==> config.mk <==
export PLATFORM = sky130hd
export DESIGN_NAME = cht_ctrl
export DESIGN_NICKNAME = d
export VERILOG_FILES = /design/src/rtl/cht_pkg.sv /design/src/rtl/cht_ctrl.sv
export SDC_FILE = /design/constraint.sdc
export NUM_CORES = 1
export LEC_CHECK = 0
export ABC_CLOCK_PERIOD_IN_PS = 1650
export BUFFER_PORTS_ARGS = -buffer_cell sky130_fd_sc_hd__clkbuf_2
export CAP_MARGIN = 20
export CORE_UTILIZATION = 41
export CTS_CLUSTER_DIAMETER = 100
export CTS_CLUSTER_SIZE = 24
export DETAILED_ROUTE_END_ITERATION = 10
export PLACE_DENSITY = 0.78
export SYNTH_ARGS = -nofsm -noshare
export SYNTH_HDL_FRONTEND = slang
export SYNTH_SLANG_ARGS = --single-unit
==> constraint.sdc <==
create_clock -name i_clk -period 1.65 [get_ports i_clk]
set_clock_uncertainty 0.15 [all_clocks]
set_input_delay 0.165 -clock i_clk [delete_from_list [all_inputs] [get_ports i_clk]]
set_output_delay 0.165 -clock i_clk [all_outputs]
set_load 0.01 [all_outputs]
==> src/rtl/cht_pkg.sv <==
package cht_pkg;

    localparam int HASH_BITS    = 64;
    localparam int VALUE_BITS   = 64;
    localparam int CMD_BITS     = 2;
    localparam int STATUS_BITS  = 2;
    localparam int CFG_BITS     = 9;
    localparam int DEF_BUCKETS  = 256;
    localparam int DEF_ENTRIES  = 1024;
    localparam int DEF_KEY_BITS = 64;

    localparam int RDX_BITS     = 4;
    localparam int DIV_STEPS    = HASH_BITS / RDX_BITS;
    localparam int DIV_CNT_BITS = $clog2(DIV_STEPS);

    localparam int APB_ADDR_BITS = 3;
    localparam int APB_DATA_BITS = 32;
    localparam logic [APB_ADDR_BITS-3:0] REG_BUCKET_COUNT = '0;
    localparam logic [CFG_BITS-1:0] BUCKET_COUNT_RESET = 9'd256;

    localparam logic [CMD_BITS-1:0] CMD_GET = 2'd0;
    localparam logic [CMD_BITS-1:0] CMD_SET = 2'd1;
    localparam logic [CMD_BITS-1:0] CMD_DEL = 2'd2;

    localparam logic [STATUS_BITS-1:0] STATUS_OK   = 2'd0;
    localparam logic [STATUS_BITS-1:0] STATUS_MISS = 2'd1;
    localparam logic [STATUS_BITS-1:0] STATUS_FULL = 2'd2;

    // pool write address select
    localparam logic [1:0] WA_USED  = 2'd0;
    localparam logic [1:0] WA_EMPTY = 2'd1;
    localparam logic [1:0] WA_LINK  = 2'd2;
    localparam logic [1:0] WA_LAST  = 2'd3;

    typedef struct packed {
        logic                   clr_wr;
        logic                   accept;
        logic                   div_step;
        logic                   head_rd;
        logic                   head_link;
        logic                   pool_rd;
        logic                   walk_init;
        logic                   walk_adv;
        logic [1:0]             wa_sel;
        logic                   wr_keyhash;
        logic                   wr_value;
        logic                   wr_del;
        logic                   del_bit;
        logic                   wr_next;
        logic                   next_link;
        logic                   used_inc;
        logic                   res_set;
        logic [STATUS_BITS-1:0] res_status;
        logic                   res_value;
        logic                   out_load;
    } t_ctl;

    typedef struct packed {
        logic                clr_last;
        logic                div_done;
        logic                head_ok;
        logic                hit;
        logic                live;
        logic                next_cont;
        logic                empty_set;
        logic                full;
        logic                last_null;
        logic [CMD_BITS-1:0] cmd;
        logic                out_free;
    } t_sts;

endpackage

==> src/rtl/cht_ctrl.sv <==
module cht_ctrl import cht_pkg::*; (
    input  logic i_clk,
    input  logic i_rst_n,
    input  logic i_in_valid,
    output logic o_in_stall,
    input  t_sts i_sts,
    output t_ctl o_ctl
);

    localparam logic [3:0] S_CLEAR = 4'd0;
    localparam logic [3:0] S_IDLE  = 4'd1;
    localparam logic [3:0] S_DIV   = 4'd2;
    localparam logic [3:0] S_HEAD  = 4'd3;
    localparam logic [3:0] S_HCHK  = 4'd4;
    localparam logic [3:0] S_RD    = 4'd5;
    localparam logic [3:0] S_CHK   = 4'd6;
    localparam logic [3:0] S_END   = 4'd7;
    localparam logic [3:0] S_ALLOC = 4'd8;
    localparam logic [3:0] S_LINK  = 4'd9;
    localparam logic [3:0] S_DONE  = 4'd10;

    logic [3:0] r_state;
    logic [3:0] n_state;

    always_ff @(posedge i_clk) begin
        if (!i_rst_n) begin
            r_state <= S_CLEAR;
        end else begin
            r_state <= n_state;
        end
    end

    assign o_in_stall = (r_state != S_IDLE);

    always_comb begin
        o_ctl   = '0;
        n_state = r_state;
        unique case (r_state)
            S_CLEAR: begin
                o_ctl.clr_wr = 1'b1;
                if (i_sts.clr_last) begin
                    n_state = S_IDLE;
                end
            end
            S_IDLE: begin
                if (i_in_valid) begin
                    o_ctl.accept = 1'b1;
                    n_state      = S_DIV;
                end
            end
            S_DIV: begin
                o_ctl.div_step = 1'b1;
                if (i_sts.div_done) begin
                    n_state = S_HEAD;
                end
            end
            S_HEAD: begin
                o_ctl.head_rd = 1'b1;
                n_state       = S_HCHK;
            end
            S_HCHK: begin
                o_ctl.walk_init = 1'b1;
                if (i_sts.cmd != CMD_GET && i_sts.cmd != CMD_SET
                        && i_sts.cmd != CMD_DEL) begin
                    o_ctl.res_set    = 1'b1;
                    o_ctl.res_status = STATUS_MISS;
                    n_state          = S_DONE;
                end else if (i_sts.head_ok) begin
                    n_state = S_RD;
                end else if (i_sts.cmd == CMD_SET) begin
                    if (i_sts.full) begin
                        o_ctl.res_set    = 1'b1;
                        o_ctl.res_status = STATUS_FULL;
                        n_state          = S_DONE;
                    end else begin
                        n_state = S_ALLOC;
                    end
                end else begin
                    o_ctl.res_set    = 1'b1;
                    o_ctl.res_status = STATUS_MISS;
                    n_state          = S_DONE;
                end
            end
            S_RD: begin
                o_ctl.pool_rd = 1'b1;
                n_state       = S_CHK;
            end
            S_CHK: begin
                if (i_sts.cmd == CMD_SET && i_sts.hit) begin
                    o_ctl.wa_sel     = WA_LINK;
                    o_ctl.wr_value   = 1'b1;
                    o_ctl.wr_del     = 1'b1;
                    o_ctl.res_set    = 1'b1;
                    o_ctl.res_status = STATUS_OK;
                    n_state          = S_DONE;
                end else if (i_sts.cmd == CMD_GET && i_sts.hit && i_sts.live) begin
                    o_ctl.res_set    = 1'b1;
                    o_ctl.res_status = STATUS_OK;
                    o_ctl.res_value  = 1'b1;
                    n_state          = S_DONE;
                end else if (i_sts.cmd == CMD_DEL && i_sts.hit && i_sts.live) begin
                    o_ctl.wa_sel     = WA_LINK;
                    o_ctl.wr_del     = 1'b1;
                    o_ctl.del_bit    = 1'b1;
                    o_ctl.res_set    = 1'b1;
                    o_ctl.res_status = STATUS_OK;
                    n_state          = S_DONE;
                end else begin
                    o_ctl.walk_adv = 1'b1;
                    n_state        = i_sts.next_cont ? S_RD : S_END;
                end
            end
            S_END: begin
                o_ctl.res_set = 1'b1;
                n_state       = S_DONE;
                if (i_sts.cmd != CMD_SET) begin
                    o_ctl.res_status = STATUS_MISS;
                end else if (i_sts.empty_set) begin
                    o_ctl.wa_sel     = WA_EMPTY;
                    o_ctl.wr_keyhash = 1'b1;
                    o_ctl.wr_value   = 1'b1;
                    o_ctl.wr_del     = 1'b1;
                    o_ctl.res_status = STATUS_OK;
                end else if (i_sts.full) begin
                    o_ctl.res_status = STATUS_FULL;
                end else begin
                    o_ctl.res_set = 1'b0;
                    n_state       = S_ALLOC;
                end
            end
            S_ALLOC: begin
                o_ctl.wa_sel     = WA_USED;
                o_ctl.wr_keyhash = 1'b1;
                o_ctl.wr_value   = 1'b1;
                o_ctl.wr_del     = 1'b1;
                o_ctl.wr_next    = 1'b1;
                o_ctl.used_inc   = 1'b1;
                n_state          = S_LINK;
            end
            S_LINK: begin
                if (i_sts.last_null) begin
                    o_ctl.head_link = 1'b1;
                end else begin
                    o_ctl.wa_sel    = WA_LAST;
                    o_ctl.wr_next   = 1'b1;
                    o_ctl.next_link = 1'b1;
                end
                o_ctl.res_set    = 1'b1;
                o_ctl.res_status = STATUS_OK;
                n_state          = S_DONE;
            end
            S_DONE: begin
                if (i_sts.out_free) begin
                    o_ctl.out_load = 1'b1;
                    n_state        = S_IDLE;
                end
            end
            default: begin
                n_state = S_CLEAR;
            end
        endcase
    end

endmodule

==> results.txt <==
Register with the most flip-flops: r_state
Sink of the worst hold path: r_state[3]$_SDFFE_PN0P_
Clock input transition at the sequential cells of the worst setup and hold paths: 0.04 ns
Internal power: 0.000767 W
Arrival time worst endpoint: 1.87 ns
Failing checks: negative setup slack
Kind of critical path: reg -> reg
Count of final setup violators: 13
Total number of H-tree levels: 1
Hold-fix buffers at CTS: 0
Total global-route track usage: 31.8%
Share of total power in the clock network: 9.1%
Register area share after synthesis: 13.4%
Site Rows: 13
Hold violation count in the final report: 0
Number of primary I/O pins: 38
Run status: complete, but fails checks
CP Cell Sequence: nor2b_4, buf_4, buf_6, a32oi_4, nor2_2, o32ai_2, and3_1
Layout Area Growth over Synthesis: 99.8%
Antenna-violating nets left: 0
EDFF count, synth: 0
Synthesized net count: 108
Unrepaired setup endpoints after global routing: yes
Antenna violations before repair: 0
Critical Path Source Type: flip-flop
Number of global-route vias before repair: 807
Number of max-slew violations in the final report: 0
Number of cells in the finished layout apart from fillers: 162
Instance count of the mapped netlist: 93
CTS Root Cell: sky130_fd_sc_hd__clkbuf_4
Max VDD drop: 1230 uV
GPL Wtd Cong: 0.869
Portion of total power attributed to combinational logic: 74.4%
Transition at the pin with the smallest max-transition slack: 0.386 ns
Layout Nets: 164
Total placed cells including tap cells: 156
Avg Inst Size Synth: 6.43 sq um
TritonCTS clock tree: yes
Relative contribution of sequential cells to total power: 16.5%
Maximum number of pins on one net before global-route repair: 12
Chip Width: 40.2 um
Worst hold-check path type: in -> reg
Remaining design rule violation count: 0
Number of port buffers: 37
Share of post-route cells with drive strength above 1: 66.0%
Area leader, netlist: sky130_fd_sc_hd__dfxtp_1
Number of flip-flops in the largest register: 4
Async set-or-reset flop fraction in the synthesized netlist: 0%
Relative slew slack: 74.2%
Min-delay src: i_rst_n
Switching power: 0.000663 W
End of the worst register-to-register path: r_state[0]$_SDFFE_PN0P_
Number of distinct standard cells referenced by the synthesized netlist: 34
Synthesized area: 598 sq um
Post-DP HPWL: 1.59 mm
Crit-path slowest cell: sky130_fd_sc_hd__dfxtp_4
Delay contributed by the slowest stage of the critical path: 0.38 ns
Max Clock Freq: 0.542 GHz
Number of sinks driven by the clock tree: 4
Required time reported for the critical path endpoint: 1.67 ns
Leakage power: 0.579 nW
GRT Residual Overflow: 0
Crit end category: flip-flop
Cell family contributing the most delay on the critical path: compound AO/OA/AOI/OAI gates
Die ar.: 0.00162 sq mm
Total number of vias: 1,050
Area of the core region: 0.00133 sq mm
Post-synth top area share: 13.4%
Setup slack on the worst flop-to-flop path: -0.20 ns
Routed len/inst: 20.0 um
Final Cycle Share: 112%
Net switching fraction of the power: 46.3%
Via-to-Cell Ratio: 6.48
Detailed-router iteration count before antenna repair: 4
Clock latency reported for the late side of the worst-skew pair: 0.24 ns
Origin of the worst setup path: r_state[1]$_SDFFE_PN0P_
Top post-synthesis cells by area: sky130_fd_sc_hd__dfxtp_1 13%, sky130_fd_sc_hd__nor2_1 8.2%, sky130_fd_sc_hd__nor2b_1 7.3%
Power density over cell area: 1200 mW/mm^2
Setup Total Neg Slack: -1.00 ns
Setup slack of the critical path after layout: -0.195 ns
Hold Crit Depth: 2
1st-iter DRT viols: 78
Layout filler cell count: 61
Seq cells post-synth: 4
Yosys warns: 0
Reg2Reg Depth: 7
Worst reg2reg path startpoint: r_state[1]$_SDFFE_PN0P_
Crit path buffers/inverters: 2
Worst-case clock buffer depth: 2
Detailed Route WL: 3.24 mm
Most used flip-flop cell after synthesis: sky130_fd_sc_hd__dfxtp_1
Biggest fanout along the worst timing path: 8
Die height: 40.2 um
Max-cap violation count: 0
Starting utilization of the core area: 44.8%
Global-route wire length before repair: 3.39 mm
Biggest registers after layout: r_state x4
Antenna Diode Count: 0
Number of buffers added by the clock tree synthesis step: 3
Min Tclk post-route: 1.85 ns
==> layout by cell type (no fill, tap or decap), types with 3 or more instances in the layout <==
cell / count
sky130_fd_sc_hd__and3_1: 4
sky130_fd_sc_hd__nor2b_1: 3
sky130_fd_sc_hd__clkbuf_4: 3
sky130_fd_sc_hd__dfxtp_4: 4
sky130_fd_sc_hd__buf_2: 7
sky130_fd_sc_hd__nor2b_4: 5
sky130_fd_sc_hd__nor2_1: 7
sky130_fd_sc_hd__buf_4: 12
sky130_fd_sc_hd__clkbuf_2: 27
sky130_fd_sc_hd__buf_6: 9
sky130_fd_sc_hd__nor2_4: 4
sky130_fd_sc_hd__o21ai_0: 3
sky130_fd_sc_hd__nand2_1: 5
sky130_fd_sc_hd__inv_1: 3
sky130_fd_sc_hd__a21oi_1: 8
==> through the flow <==
step	hold WS, ns	setup slack [ns]	util, %	cell area, sq um	total power [W]
after CTS	0.0312	-0.0514	78.6	1050	0.00113
final	0.0496	-0.195	89.6	1190	0.00143
after global placement	0.284	-0.0147	67.4	900	0.000823
after detailed placement	0.289	-0.121	67.4	900	0.000848
after floorplan	0.143	0.0291	-	598	0.000534
after global routing	0.0406	-0.263	89.6	1190	0.00151
==> worst register-to-register path: stages (launching register included) <==
cell                      delay (ns)
sky130_fd_sc_hd__dfxtp_4        0.38
sky130_fd_sc_hd__nor2b_4        0.15
sky130_fd_sc_hd__buf_4          0.13
sky130_fd_sc_hd__buf_6          0.12
sky130_fd_sc_hd__a32oi_4        0.24
sky130_fd_sc_hd__nor2_2         0.09
sky130_fd_sc_hd__o32ai_2        0.30
sky130_fd_sc_hd__and3_1         0.21
==> cell families (layout without fill, tap and decap cells) <==
logic type             Yosys count  in the layout  share of synthesized area, %
buffers and inverters            7             61                          4.39
flip-flops                       4              4                          13.4
AND/OR/NAND/NOR                 54             54                          48.7
AO/OA/AOI/OAI                   27             27                          31.6
multiplexers                     1              1                          1.88
==> power groups by stage <==
stage	clock network [W]	registers, W	logic [W]
floorplan	0	0.000156	0.000378
global placement	0	0.000179	0.000643
detailed placement	0	0.000183	0.000664
CTS	0.000129	0.000221	0.000784
global route	0.000143	0.000239	0.00113
finish	0.000130	0.000236	0.00106
==> worst max path at each step <==
stage / cells past startpoint / endpoint
6_report: 7 / r_state[0]$_SDFFE_PN0P_
5_1_grt: 7 / r_state[0]$_SDFFE_PN0P_
4_1_cts: 5 / o_ctl[4]
3_5_place_dp: 5 / o_ctl[10]
3_3_place_gp: 5 / r_state[1]$_SDFFE_PN0P_
2_1_floorplan: 4 / r_state[1]$_SDFFE_PN0P_
==> per-layer routing <==
| layer | GRT usage, % | wire length [um] |
|---|---|---|
| met1 | 36.4 | 1150 |
| met5 | 0 | 0 |
| met4 | 15.0 | 142 |
| met2 | 56.9 | 1650 |
| met3 | 5.00 | 291 |
==> synthesized netlist by cell type, drive strengths merged (2+ instances only) <==
master  instances
clkbuf          4
nand2           9
nor3            5
nor2           13
o21ai           7
nor2b           8
a21oi           8
o31a            2
and3            5
nand3           2
nand2b          4
inv             3
dfxtp           4
or3             2
or2             2
==> final cells by class <==
| type | count | area [sq um] | share of cell area [%] |
|---|---|---|---|
| Sequential cell | 4 | 95.1 | 7.96 |
| Multi-Input combinational cell | 82 | 686 | 57.4 |
| Inverter | 3 | 11.3 | 0.942 |
| Clock buffer | 3 | 22.5 | 1.88 |
| Timing Repair Buffer | 55 | 362 | 30.3 |
| Tap cell | 15 | 18.8 | 1.57 |
==> repair_timing <==
action | 4_1_cts | 5_1_grt
setup endpoints to repair | 21 | 20
endpoints found under the hold margin | 0 | 0
gates resized for setup | 32 | 39
setup buffers | 3 | 1
pin swaps | 9 | 6
Power figures use the tool's default switching activity.
